<file path="config.mk">
export PLATFORM = sky130hd
export DESIGN_NAME = bounded_doubly_linked_list
export DESIGN_NICKNAME = d
export VERILOG_FILES = /design/src/rtl/core/bdll_pkg.sv /design/src/rtl/core/bdll_ctrl.sv /design/src/rtl/core/bdll_dp.sv /design/src/rtl/core/bounded_doubly_linked_list.sv
export VERILOG_INCLUDE_DIRS = /design/src /design/src/rtl/core
export SDC_FILE = /design/constraint.sdc
export NUM_CORES = 1
export LEC_CHECK = 0
export ABC_AREA = 1
export BUFFER_PORTS_ARGS = -buffer_cell sky130_fd_sc_hd__clkbuf_2
export CAP_MARGIN = 5
export CORE_ASPECT_RATIO = 1.75
export CORE_MARGIN = 3
export CORE_UTILIZATION = 55
export DETAILED_ROUTE_END_ITERATION = 10
export PLACE_DENSITY = 0.74
export SYNTH_ARGS = -nofsm -noshare
export SYNTH_HDL_FRONTEND = slang
export SYNTH_HIERARCHICAL = 1
export SYNTH_SLANG_ARGS = --single-unit
</file>
<file path="constraint.sdc">
create_clock -name clk -period 6.6 [get_ports clk]
set_clock_uncertainty 0.15 [all_clocks]
set_input_delay 1.32 -clock clk [delete_from_list [all_inputs] [get_ports clk]]
set_output_delay 1.32 -clock clk [all_outputs]
set_load 0.05 [all_outputs]
</file>
<file path="src/rtl/core/bounded_doubly_linked_list_assert.svh">
// assertion macros for the linked list block
`ifndef BOUNDED_DOUBLY_LINKED_LIST_ASSERT_SVH
`define BOUNDED_DOUBLY_LINKED_LIST_ASSERT_SVH
// implication checked on every clock edge outside reset
`define BDLL_ASSERT_IMP(label, ante, cons) \
	label: assert property (@(posedge clk) disable iff (!arst_n) (ante) |-> (cons)) \
		else $error("assertion failed");
// implication with the consequent checked in the next cycle
`define BDLL_ASSERT_NEXT(label, ante, cons) \
	label: assert property (@(posedge clk) disable iff (!arst_n) (ante) |=> (cons)) \
		else $error("assertion failed");
`endif

</file>
<file path="src/rtl/core/bdll_pkg.sv">
// package with shared types and constants for the linked list block
`timescale 1ns / 1ps
package bdll_pkg;
	localparam int unsigned DefCapacity   = 16;
	localparam int unsigned DefValueWidth = 32;

	localparam logic [2:0] OP_INS_HEAD = 3'd0;
	localparam logic [2:0] OP_INS_TAIL = 3'd1;
	localparam logic [2:0] OP_INS_AT   = 3'd2;
	localparam logic [2:0] OP_DEL_HEAD = 3'd3;
	localparam logic [2:0] OP_DEL_TAIL = 3'd4;
	localparam logic [2:0] OP_DEL_AT   = 3'd5;
	localparam logic [2:0] OP_SHOW_FWD = 3'd6;
	localparam logic [2:0] OP_SHOW_BWD = 3'd7;

	localparam logic [1:0] ST_OK    = 2'd0;
	localparam logic [1:0] ST_BADPOS = 2'd1;
	localparam logic [1:0] ST_EMPTY = 2'd2;
	localparam logic [1:0] ST_FULL  = 2'd3;

	typedef enum logic [2:0] {
		S_IDLE,
		S_WALK,
		S_LINK,
		S_SHOW,
		S_RESP
	} state_t;

	// controller to datapath
	typedef struct packed {
		logic load;      // capture request, reset walk
		logic walk_step; // advance walk pointer along next
		logic link;      // perform insert/delete update
		logic show_emit; // load output with current node, step
		logic resp_emit; // load single status output
	} cmd_t;

	// datapath to controller
	typedef struct packed {
		logic       walk_done;
		logic       is_show;
		logic       is_mod;
		logic       err;
		logic       show_last;
		logic       out_busy;
	} stat_t;
endpackage

</file>
<file path="src/rtl/core/bdll_ctrl.sv">
// controller state machine for the linked list block
`timescale 1ns / 1ps
`include "bounded_doubly_linked_list_assert.svh"
module bdll_ctrl import bdll_pkg::*; (
	input  logic  clk,
	input  logic  arst_n,
	input  logic  in_valid,
	output logic  in_ready,
	input  stat_t stat,
	output cmd_t  cmd
);
	state_t state_q, state_d;

	always_ff @(posedge clk or negedge arst_n) begin
		if (!arst_n) state_q <= S_IDLE;
		else state_q <= state_d;
	end

	always_comb begin
		state_d = state_q;
		unique case (state_q)
			S_IDLE: if (in_valid) state_d = S_WALK;
			S_WALK: begin
				if (stat.walk_done) begin
					if (stat.err) state_d = S_RESP;
					else if (stat.is_show) state_d = S_SHOW;
					else state_d = S_LINK;
				end
			end
			S_LINK: state_d = S_RESP;
			S_SHOW: if (!stat.out_busy && stat.show_last) state_d = S_IDLE;
			S_RESP: if (!stat.out_busy) state_d = S_IDLE;
			default: state_d = S_IDLE;
		endcase
	end

	always_comb begin
		in_ready = 1'b0;
		cmd = '0;
		unique case (state_q)
			S_IDLE: begin
				in_ready = 1'b1;
				cmd.load = in_valid;
			end
			S_WALK: cmd.walk_step = !stat.walk_done;
			S_LINK: cmd.link = 1'b1;
			S_SHOW: cmd.show_emit = !stat.out_busy;
			S_RESP: cmd.resp_emit = !stat.out_busy;
			default: ;
		endcase
	end

	`BDLL_ASSERT_IMP(a_ready_idle, in_ready, state_q == S_IDLE)
	`BDLL_ASSERT_NEXT(a_link_resp, state_q == S_LINK, state_q == S_RESP)
	`BDLL_ASSERT_IMP(a_one_cmd, 1'b1, $onehot0(cmd))
endmodule

</file>
<file path="src/rtl/core/bdll_dp.sv">
// datapath with node store, free stack, walk pointer and output register
`timescale 1ns / 1ps
`include "bounded_doubly_linked_list_assert.svh"
module bdll_dp import bdll_pkg::*; #(
	parameter int unsigned CAPACITY    = DefCapacity,
	parameter int unsigned VALUE_WIDTH = DefValueWidth
) (
	input  logic        clk,
	input  logic        arst_n,
	input  logic [2:0]  op,
	input  logic [31:0] value,
	input  logic [7:0]  position,
	input  cmd_t        cmd,
	output stat_t       stat,
	output logic        out_valid,
	input  logic        out_ready,
	output logic [1:0]  status,
	output logic [31:0] item_value,
	output logic        last,
	output logic [4:0]  length
);
	localparam int unsigned SW = $clog2(CAPACITY + 1);
	localparam int unsigned IW = $clog2(CAPACITY);
	localparam logic [SW-1:0] NIL = SW'(CAPACITY);

	logic [VALUE_WIDTH-1:0] vals_q [CAPACITY];
	logic [SW-1:0] nxt_q [CAPACITY];
	logic [SW-1:0] prv_q [CAPACITY];
	logic [IW-1:0] free_q [CAPACITY];
	logic [SW-1:0] free_top_q, head_q, tail_q, cnt_q;

	logic [2:0]  op_q;
	logic [31:0] val_q;
	logic [SW-1:0] k_q;    // walk target: links to advance for delete, one more than for insert
	logic [SW-1:0] steps_q;
	logic [SW-1:0] cur_q;  // walk/show slot
	logic [SW-1:0] shown_q;
	logic [1:0]  err_q;
	logic        err_v_q;

	logic out_busy;
	assign out_busy = out_valid && !out_ready;

	// request decode at load time
	logic [8:0] pos9, cnt9;
	logic       is_ins, is_del, is_show;
	logic [1:0] err_d;
	logic       err_v_d;
	logic [SW-1:0] k_d;
	assign pos9 = {1'b0, position};
	assign cnt9 = 9'(cnt_q);
	assign is_ins  = op == OP_INS_HEAD || op == OP_INS_TAIL || op == OP_INS_AT;
	assign is_del  = op == OP_DEL_HEAD || op == OP_DEL_TAIL || op == OP_DEL_AT;
	assign is_show = op == OP_SHOW_FWD || op == OP_SHOW_BWD;

	always_comb begin
		err_v_d = 1'b0;
		err_d = ST_OK;
		k_d = '0;
		if (is_ins) begin
			if (op == OP_INS_AT && (pos9 == 9'd0 || pos9 > cnt9 + 9'd1)) begin
				err_v_d = 1'b1; err_d = ST_BADPOS;
			end else if (cnt9 >= 9'(CAPACITY)) begin
				err_v_d = 1'b1; err_d = ST_FULL;
			end
			// walk to predecessor: k-1 links from head; k=0 means none
			if (op == OP_INS_AT) k_d = SW'(pos9 - 9'd1);
			else if (op == OP_INS_TAIL) k_d = cnt_q;
		end else if (is_del) begin
			if (cnt_q == '0) begin
				err_v_d = 1'b1; err_d = ST_EMPTY;
			end else if (op == OP_DEL_AT && (pos9 == 9'd0 || pos9 > cnt9)) begin
				err_v_d = 1'b1; err_d = ST_BADPOS;
			end
			if (op == OP_DEL_AT) k_d = SW'(pos9 - 9'd1);
			else if (op == OP_DEL_TAIL) k_d = cnt_q - SW'(1);
		end else begin
			if (cnt_q == '0 || (op == OP_SHOW_FWD ? head_q : tail_q) >= NIL) begin
				err_v_d = 1'b1; err_d = ST_EMPTY;
			end
		end
		if (err_v_d) k_d = '0;
	end

	// walk: insert needs slot of entry k-1 (k links minus one), delete slot of entry k
	logic q_ins, q_del, q_show;
	logic [SW-1:0] need;
	assign q_ins  = op_q == OP_INS_HEAD || op_q == OP_INS_TAIL || op_q == OP_INS_AT;
	assign q_del  = op_q == OP_DEL_HEAD || op_q == OP_DEL_TAIL || op_q == OP_DEL_AT;
	assign q_show = op_q == OP_SHOW_FWD || op_q == OP_SHOW_BWD;
	assign need = (q_ins && k_q != '0) ? k_q - SW'(1) : k_q;

	logic walk_done;
	assign walk_done = q_show || err_v_q || steps_q == need;

	assign stat.walk_done = walk_done;
	assign stat.is_show = q_show;
	assign stat.is_mod = q_ins || q_del;
	assign stat.err = err_v_q;
	assign stat.out_busy = out_busy;

	// show step
	logic [SW-1:0] show_nxt;
	logic show_fin;
	assign show_nxt = (cur_q < NIL)
		? (op_q == OP_SHOW_FWD ? nxt_q[cur_q[IW-1:0]] : prv_q[cur_q[IW-1:0]]) : NIL;
	assign show_fin = show_nxt >= NIL || (shown_q + SW'(1)) >= NIL;
	assign stat.show_last = show_fin;

	// link update values
	logic [IW-1:0] new_s;
	logic [SW-1:0] pred, after, d_before, d_after;
	assign new_s = free_q[IW'(free_top_q - SW'(1))];
	assign pred = (k_q == '0) ? NIL : cur_q;
	assign after = (pred == NIL) ? head_q : nxt_q[pred[IW-1:0]];
	assign d_before = prv_q[cur_q[IW-1:0]];
	assign d_after = nxt_q[cur_q[IW-1:0]];

	always_ff @(posedge clk or negedge arst_n) begin
		if (!arst_n) begin
			head_q <= NIL;
			tail_q <= NIL;
			cnt_q <= '0;
			free_top_q <= NIL;
			for (int i = 0; i < CAPACITY; i++) free_q[i] <= IW'(i);
			out_valid <= 1'b0;
		end else begin
			if (cmd.link && q_ins) begin
				free_top_q <= free_top_q - SW'(1);
				if (pred == NIL) head_q <= SW'(new_s);
				if (after >= NIL) tail_q <= SW'(new_s);
				cnt_q <= cnt_q + SW'(1);
			end
			if (cmd.link && q_del) begin
				if (d_before >= NIL) head_q <= (d_after < NIL) ? d_after : NIL;
				if (d_after >= NIL) tail_q <= (d_before < NIL) ? d_before : NIL;
				free_q[IW'(free_top_q)] <= cur_q[IW-1:0];
				free_top_q <= free_top_q + SW'(1);
				cnt_q <= cnt_q - SW'(1);
			end
			if (cmd.show_emit || cmd.resp_emit) out_valid <= 1'b1;
			else if (out_valid && out_ready) out_valid <= 1'b0;
		end
	end

	always_ff @(posedge clk) begin
		if (cmd.load) begin
			op_q <= op;
			val_q <= value;
			k_q <= k_d;
			err_q <= err_d;
			err_v_q <= err_v_d;
			steps_q <= '0;
			shown_q <= '0;
			cur_q <= (op == OP_SHOW_BWD) ? tail_q : head_q;
		end
		if (cmd.walk_step) begin
			steps_q <= steps_q + SW'(1);
			cur_q <= nxt_q[cur_q[IW-1:0]];
		end
		if (cmd.link && q_ins) begin
			vals_q[new_s] <= VALUE_WIDTH'({{32{val_q[31]}}, val_q});
			prv_q[new_s] <= pred;
			nxt_q[new_s] <= after;
			if (pred != NIL) nxt_q[pred[IW-1:0]] <= SW'(new_s);
			if (after < NIL) prv_q[after[IW-1:0]] <= SW'(new_s);
		end
		if (cmd.link && q_del) begin
			if (d_before < NIL) nxt_q[d_before[IW-1:0]] <= d_after;
			if (d_after < NIL) prv_q[d_after[IW-1:0]] <= d_before;
		end
		if (cmd.show_emit) begin
			status <= ST_OK;
			item_value <= 32'({{32{1'b0}}, vals_q[cur_q[IW-1:0]]});
			last <= show_fin;
			length <= 5'(cnt_q);
			cur_q <= show_nxt;
			shown_q <= shown_q + SW'(1);
		end
		if (cmd.resp_emit) begin
			status <= err_v_q ? err_q : ST_OK;
			item_value <= '0;
			last <= 1'b1;
			length <= 5'(cnt_q);
		end
	end

	`BDLL_ASSERT_IMP(a_cnt_bound, 1'b1, cnt_q <= NIL)
	`BDLL_ASSERT_IMP(a_free_sum, 1'b1, 9'(cnt_q) + 9'(free_top_q) == 9'(CAPACITY))
	`BDLL_ASSERT_IMP(a_empty_head, cnt_q == '0, head_q == NIL && tail_q == NIL)
endmodule

</file>
<file path="src/rtl/core/bounded_doubly_linked_list.sv">
// Bounded doubly linked list, top level.
// Input channel s_axis carries one request: op, value, position.
// Output channel m_axis carries results: status, item_value, length, with last.
// Insert and delete return one result; show returns one result per entry,
// last marking the final one, or one status result if the list is empty.
// A request is taken only when the block is idle; one request at a time.
// An accepted insert or delete walks forward links to the position (up to
// CAPACITY - 1 links), then updates links and loads its result; a rejected
// request loads only its status; show emits one entry per cycle unless stalled.
// The next request is taken the cycle after the final result is loaded.
// The walk along forward links, one slot per cycle, sets the rate.
// Reset empties the list and refills the free-slot stack at once;
// store contents are undefined until written.
// A stalled receiver holds the output register and further results wait;
// no result is lost or repeated.
`timescale 1ns / 1ps
module bounded_doubly_linked_list import bdll_pkg::*; #(
	parameter int unsigned CAPACITY    = DefCapacity,
	parameter int unsigned VALUE_WIDTH = DefValueWidth
) (
	input  logic        clk,
	input  logic        arst_n,
	input  logic        s_axis_tvalid,
	output logic        s_axis_tready,
	input  logic [47:0] s_axis_tdata,  // op[2:0], value[34:3], position[42:35]
	output logic        m_axis_tvalid,
	input  logic        m_axis_tready,
	output logic [39:0] m_axis_tdata,  // status[1:0], item_value[33:2], length[38:34]
	output logic        m_axis_tlast
);
	cmd_t  cmd;
	stat_t stat;
	logic [1:0]  status;
	logic [31:0] item_value;
	logic [4:0]  length;

	bdll_ctrl u_ctrl (
		.clk(clk), .arst_n(arst_n),
		.in_valid(s_axis_tvalid), .in_ready(s_axis_tready),
		.stat(stat), .cmd(cmd)
	);

	bdll_dp #(.CAPACITY(CAPACITY), .VALUE_WIDTH(VALUE_WIDTH)) u_dp (
		.clk(clk), .arst_n(arst_n),
		.op(s_axis_tdata[2:0]), .value(s_axis_tdata[34:3]),
		.position(s_axis_tdata[42:35]),
		.cmd(cmd), .stat(stat),
		.out_valid(m_axis_tvalid), .out_ready(m_axis_tready),
		.status(status), .item_value(item_value), .last(m_axis_tlast),
		.length(length)
	);

	assign m_axis_tdata = {1'b0, length, item_value, status};
endmodule
</file>
# After elaboration in Yosys (flattened, before gate mapping)
# Memory sizes are Yosys's and may differ from the RTL's. A register that Yosys moved wholly into a read port is not among the register bits.
# Index checks and enable logic that the tools add are counted.
[classes]
n_reduce_logical = 44
n_lt_le_gt_ge = 16
n_mux = 95
n_bitwise = 2
eq_ne = 25
addsub = 9
[op_table]
columns = ["op", "count"]
rows = [
  ["5-bit two-way mux", 37],
  ["64-bit bitwise mux", 1],
  ["5-bit greater-or-equal comparator, second input constant", 9],
  ["1-bit two-way mux", 33],
  ["4-bit two-way mux", 7],
  ["3-bit equality test, second input constant", 9],
  ["5-bit by 1-bit adder with 5-bit output, second input constant", 4],
  ["5-bit less-than comparator, second input constant", 4],
  ["5-bit by 1-bit subtractor with 5-bit output, second input constant", 4],
  ["3-bit by 2-bit equality test with 1-bit output, second input constant", 6],
  ["2-bit two-way mux", 9],
  ["4-bit binary-select mux with 4-bit select", 1],
  ["4-bit demux with 4-bit select", 1],
  ["1-bit logical OR", 16],
  ["3-bit two-way mux", 5],
  ["3-bit case mux with 5 select lines", 1],
  ["5-bit logical NOT", 2],
  ["4-bit NOT with 5-bit output", 2],
  ["2-bit nonzero test", 5],
  ["5-bit OR reduction", 2],
  ["3-bit by 1-bit equality test with 1-bit output, second input constant", 3],
  ["1-bit logical AND", 9],
  ["3-bit logical NOT", 3],
  ["9-bit logical NOT", 1],
  ["other kinds (13)", 17],
]
[word_totals]
memories = 3
out_inout_bits = 43
register_bits = 154
ram_bits = 672
word_cells = 227
[memory_table]
columns = ["name", "depth", "word_bits", "read_ports", "rd_clocked_by_memory_dff", "write_ports", "line", "source"]
rows = [
  ["u_dp.vals_q", 16, 32, 1, 1, 1, "bdll_dp.sv:26", "logic [VALUE_WIDTH-1:0] vals_q [CAPACITY];"],
  ["u_dp.nxt_q", 16, 5, 2, 1, 2, "bdll_dp.sv:27", "logic [SW-1:0] nxt_q [CAPACITY];"],
  ["u_dp.prv_q", 16, 5, 1, 1, 2, "bdll_dp.sv:28", "logic [SW-1:0] prv_q [CAPACITY];"],
]

# Logic depth before layout (Yosys ltp)
[logic_depth]
word_depth = 12
depth_mapped = 27
depth_no_buf = 23

# Hierarchy
# The synthesis kept the hierarchy.
[by_module_without_submodules]
columns = ["module", "seq_area_each_um2", "cells_each", "n_inst", "area_per_inst_um2"]
rows = [
  ["bdll_dp", 24696.2, 3973, 1, 39929.5],
  ["bdll_ctrl", 75.1, 41, 1, 247.7],
  ["bounded_doubly_linked_list", 0.0, 2, 1, 11.3],
]

# Least setup slack after synthesis
# No wires, ideal clock.
[synth_timing]
path_type = "register to register"
start = "register u_dp.free_top_q[0]"
end = "memory u_dp/vals_q[4][0] (netlist bit), enable pin"
path_stages_with_launch = 15
period_less_slack_ns = 5.118
path_buffers = 5
arrival_ns = 4.508
path_slack_ns = 1.482
cell_sequence = "dfrtp_1 > buf_2 > inv_2 > buf_2 > ha_1 > inv_1 > clkbuf_1 > nor2_1 > o21ai_0 > nand3_1 > nand3_1 > nand2_1 > clkbuf_1 > clkbuf_1 > nor3_1"
[synth_between]
elab_chain_len = 5
[synth_rtl]
columns = ["item", "line", "source"]
rows = [
  ["from (decl)", "bdll_dp.sv:30", "logic [SW-1:0] free_top_q, head_q, tail_q, cnt_q;"],
  ["from (signal assigned)", "bdll_dp.sv:129", "free_top_q <= free_top_q - SW'(1);"],
  ["from (signal assigned)", "bdll_dp.sv:138", "free_top_q <= free_top_q + SW'(1);"],
  ["5-bit by 1-bit subtractor with 5-bit output", "bdll_dp.sv:113", "assign new_s = free_q[IW'(free_top_q - SW'(1))];"],
  ["4-bit NOT with 5-bit output (implied by the code)", "bdll_dp.sv:113", ""],
  ["4-bit binary-select mux with 4-bit select", "bdll_dp.sv:113", ""],
  ["4-bit two-way mux (implied by the code) (2 in series)", "bdll_dp.sv:113", ""],
  ["to (decl)", "bdll_dp.sv:26", ""],
]
# No other way between the ends. The select of a mux whose other input is x is not followed.

# Final worst setup path
[layout_timing]
start = "register u_dp.free_top_q[0]"
end = "memory u_dp/vals_q[2][20] (netlist bit), enable pin"
# The elaborated chain is that of the path after synthesis.

==> results summary <==
The run finished with clean final reports. The number of top-level design ports is 95. For this block, the routed nets add up to 114000 µm of wire. Once detailed placement completed, the half-perimeter wirelength came to 67900 µm. Post-CTS repair changed the size of 0 cells. The horizontal die dimension is 210 µm. The proportion of synthesized chip area in sequential cells is 61.6%. Once detail routing completed, the nets flagged for antenna violations numbered 0. The worst setup path is of the reg2reg kind.

The row count is 130. Excluding fillers, the count of instances in the completed layout stands at 4989. The detail-routed net length per standard cell is 22.8 µm. Buffers added to address setup during post-CTS repair amount to 0. The total number of nets in the final design is 4074. The worst setup path is launched from a flip-flop. Summed over all failing endpoints, the final setup total negative slack is 0 ns. The number of vias per cell is 6.09.

After layout, the minimum clock period comes to 5.06 ns. The core region is 0.0721 mm². The class of the tightest hold or removal check is reg2reg.

The number of placed instances with taps included came out at 4843. The congestion estimate from routability-driven global placement came to 0.995. The average cell area after synthesis came out at 10.0 µm². The via count of the first global-routing pass is 29200. The slew of the pin with the lowest slew margin came out at 1.14 ns.

The share of flip-flops with an asynchronous set or reset is 10.1%. The quantity of hold-fixing buffers added after cts is 0. The portion of the clock cycle consumed by the worst path in the final layout came out at 76.7%.

The number of antenna violations at the first check in global routing is 3. The count of flip-flops with a built-in enable after synthesis came out at 705. Before antenna repair, the detailed router went through 6 iterations. The initial cell density of the core is 55.8%. The worst relative slew slack is 24.0%. The mapped netlist covers 0.0402 mm². In the final layout, flip-flops and latches occupy 0.0248 mm². The maximum number of pins on one net before global-route repair came out at 190.

The filler cells instantiated in the layout total 5814. In this run the static leakage power is 16.7 nW. The area growth from synthesis to layout is 9.14%.

The number of design-rule violations left by the first detailed-router iteration is 3266. STA classifies the critical path endpoint as a flip-flop. The post-synthesis register bit count is 861.

The sink count of the clock tree came out at 861. The data required time of the worst path is 6.75 ns. The arrival time of data at the critical path endpoint is 5.21 ns. The number of levels in the clock H-tree came out at 3. Setup repair after global routing left no endpoint under its margin.

In this run the clock root is driven by a clkbuf_16. The floorplan die area came out at 0.0765 mm². TritonCTS built the clock tree. The post-synthesis net count came out at 4091. The clock latency on the worst-skew pair is 0.65 ns. In the synthesized netlist the dominant register cell turns out to be edfxtp_1. Derived from the worst setup path, the maximum achievable clock frequency is 0.197 GHz. The global-route usage over all layers is 29.2%. After global routing the overflow that remains totals 0.

Leaving out fill and tap cells, the most frequent cell in the layout is nand2_1. The longest clock path from root to sink contains 3 buffers. The number of max-cap violations came out at 0. The final-report hold violation count is 0. The clock transition at the register clock pins on the worst setup and hold paths after CTS is 0.06 ns.

The final setup violation count is 0. The wire length of the first global-routing pass came out at 169000 µm. For this run, design rule violations remaining after detail routing come to 0. The largest vdd supply drop came out at 0.442 mV. The synthesis warning total came out at 6. Across all layers, the routed design uses 30400 vias.

In this run, CTS created clock tree buffers numbering 78. During placement, the flow inserted port buffers numbering 88. The power per cell area is 498 mW/mm².

The number of max-slew violations in the final report was 0. The y dimension of the die came out at 364 µm. The post-route netlist has 11.7% of its cells at a drive strength greater than 1.

In the layout the commonest cells are nand2_1, edfxtp_1, nor2_1. The synthesized instance count is 4016. The total area of multi-input combinational cells is 0.0133 mm². The count of different cell masters after synthesis is 61.

The largest fanout of any net on the critical path came out at 36.
final timing paths:
kind	startpoint	slack [ns]	depth (start not counted)	to
setup / recovery	u_dp/free_top_q[0]$_DFFE_PN0P_	1.54	13	u_dp/vals_q[2][20]$_DFFE_PP_
max in group asynchronous	arst_n	4.71	2	u_dp/tail_q[3]$_DFF_PN0_
min in group asynchronous	arst_n	0.45	1	u_dp/free_q[55]$_DFFE_PN0P_
hold / removal	u_dp/free_q[20]$_DFFE_PN0P_	0.33	2	u_dp/free_q[20]$_DFFE_PN0P_
setup reg to reg	u_dp/free_top_q[0]$_DFFE_PN0P_	1.54	13	u_dp/vals_q[2][20]$_DFFE_PP_
hold reg to reg	u_dp/free_q[20]$_DFFE_PN0P_	0.33	2	u_dp/free_q[20]$_DFFE_PN0P_
sequential cells by signal, indices dropped and copies added (netlist names), 32 cells and up, named ones only:
register,flops
u_dp/val_q,32
u_dp/nxt_q,80
u_dp/prv_q,80
u_dp/vals_q,512
u_dp/free_q,64
u_dp/item_value,32
per-layer routing:
| layer | part of all wire (%) | wire length [µm] | vias up | global-route usage (%) |
|---|---|---|---|---|
| li1 | - | - | 13900 | - |
| met1 | 34 | 38400 | 14500 | 32.5 |
| met2 | 52 | 58800 | 1558 | 52.6 |
| met3 | 7.4 | 8380 | 460 | 4.03 |
| met5 | 0 | 0 | - | 0 |
| met4 | 7.0 | 7910 | 0 | 18.1 |
power by group:
part / internal [mW] / switching [mW] / leakage, nW
Sequential: 6.74 / 0.605 / 7.80
Clock: 2.70 / 2.03 / 1.31
Combinational: 2.24 / 7.54 / 7.61
layout make-up:
cell class                      count  area share [%]
Antenna cell                        2          0.0114
Multi-Input combinational cell   2633            30.2
Inverter                          284            2.47
Sequential cell                   861            56.5
Clock buffer                      108            4.98
Clock inverter                     36            1.14
Timing Repair Buffer              141            2.06
Tap cell                          924            2.64
Yosys cell counts, types with 14 or more instances:
library cell / count / area [µm²]
a21oi_1: 22 / 110
buf_2: 43 / 215
buf_4: 25 / 188
buf_6: 20 / 225
clkbuf_1: 140 / 526
dfrtp_1: 53 / 1330
dfstp_2: 34 / 893
dfxtp_1: 69 / 1380
edfxtp_1: 705 / 21200
ha_1: 23 / 288
inv_1: 254 / 953
inv_2: 25 / 93.8
nand2_1: 708 / 2660
nand2_2: 41 / 257
nand2_4: 14 / 158
nand3_1: 254 / 1270
nand3_2: 29 / 290
nand4_1: 48 / 300
nor2_1: 645 / 2420
nor3_1: 18 / 90.1
o211ai_1: 73 / 548
o21ai_0: 440 / 2200
o21ai_1: 55 / 275
o221ai_1: 49 / 429
o22ai_1: 103 / 644
o311ai_0: 20 / 175
xor2_1: 17 / 149
stage by stage:
step	setup WS, ns	utilization [%]	area, µm²	hold WS [ns]	total power [mW]
global route	1.24	60.9	43900	0.358	22.8
global placement	1.63	57.1	41200	0.312	16.9
detailed placement	1.62	57.1	41200	0.318	17.0
CTS	1.58	60.9	43900	0.333	21.7
floorplan	1.48	-	40200	0.273	13.9
finish	1.54	60.9	43900	0.334	21.9
logic make-up after synthesis:
logic type	share of synthesized area, %
flops	61.6
fa+ha+maj	0.716
simple gates	19.7
buf+inv	5.72
other cells	0.00933
xor+xnor	0.610
compound gates	11.6
critical path, stage by stage (launching register included):
cell and delay (ns):
dfrtp_1 0.39, inv_2 0.42, ha_1 0.34, buf_4 0.21, inv_1 0.38, nor2_1 0.09
o21ai_0 0.10, nand3_1 0.10, nand3_1 0.10, nand2_1 0.52, inv_1 0.43, nand2_1 0.31
nor2_4 0.64, buf_4 0.48
No activity file was read; power rests on OpenSTA's default activity.
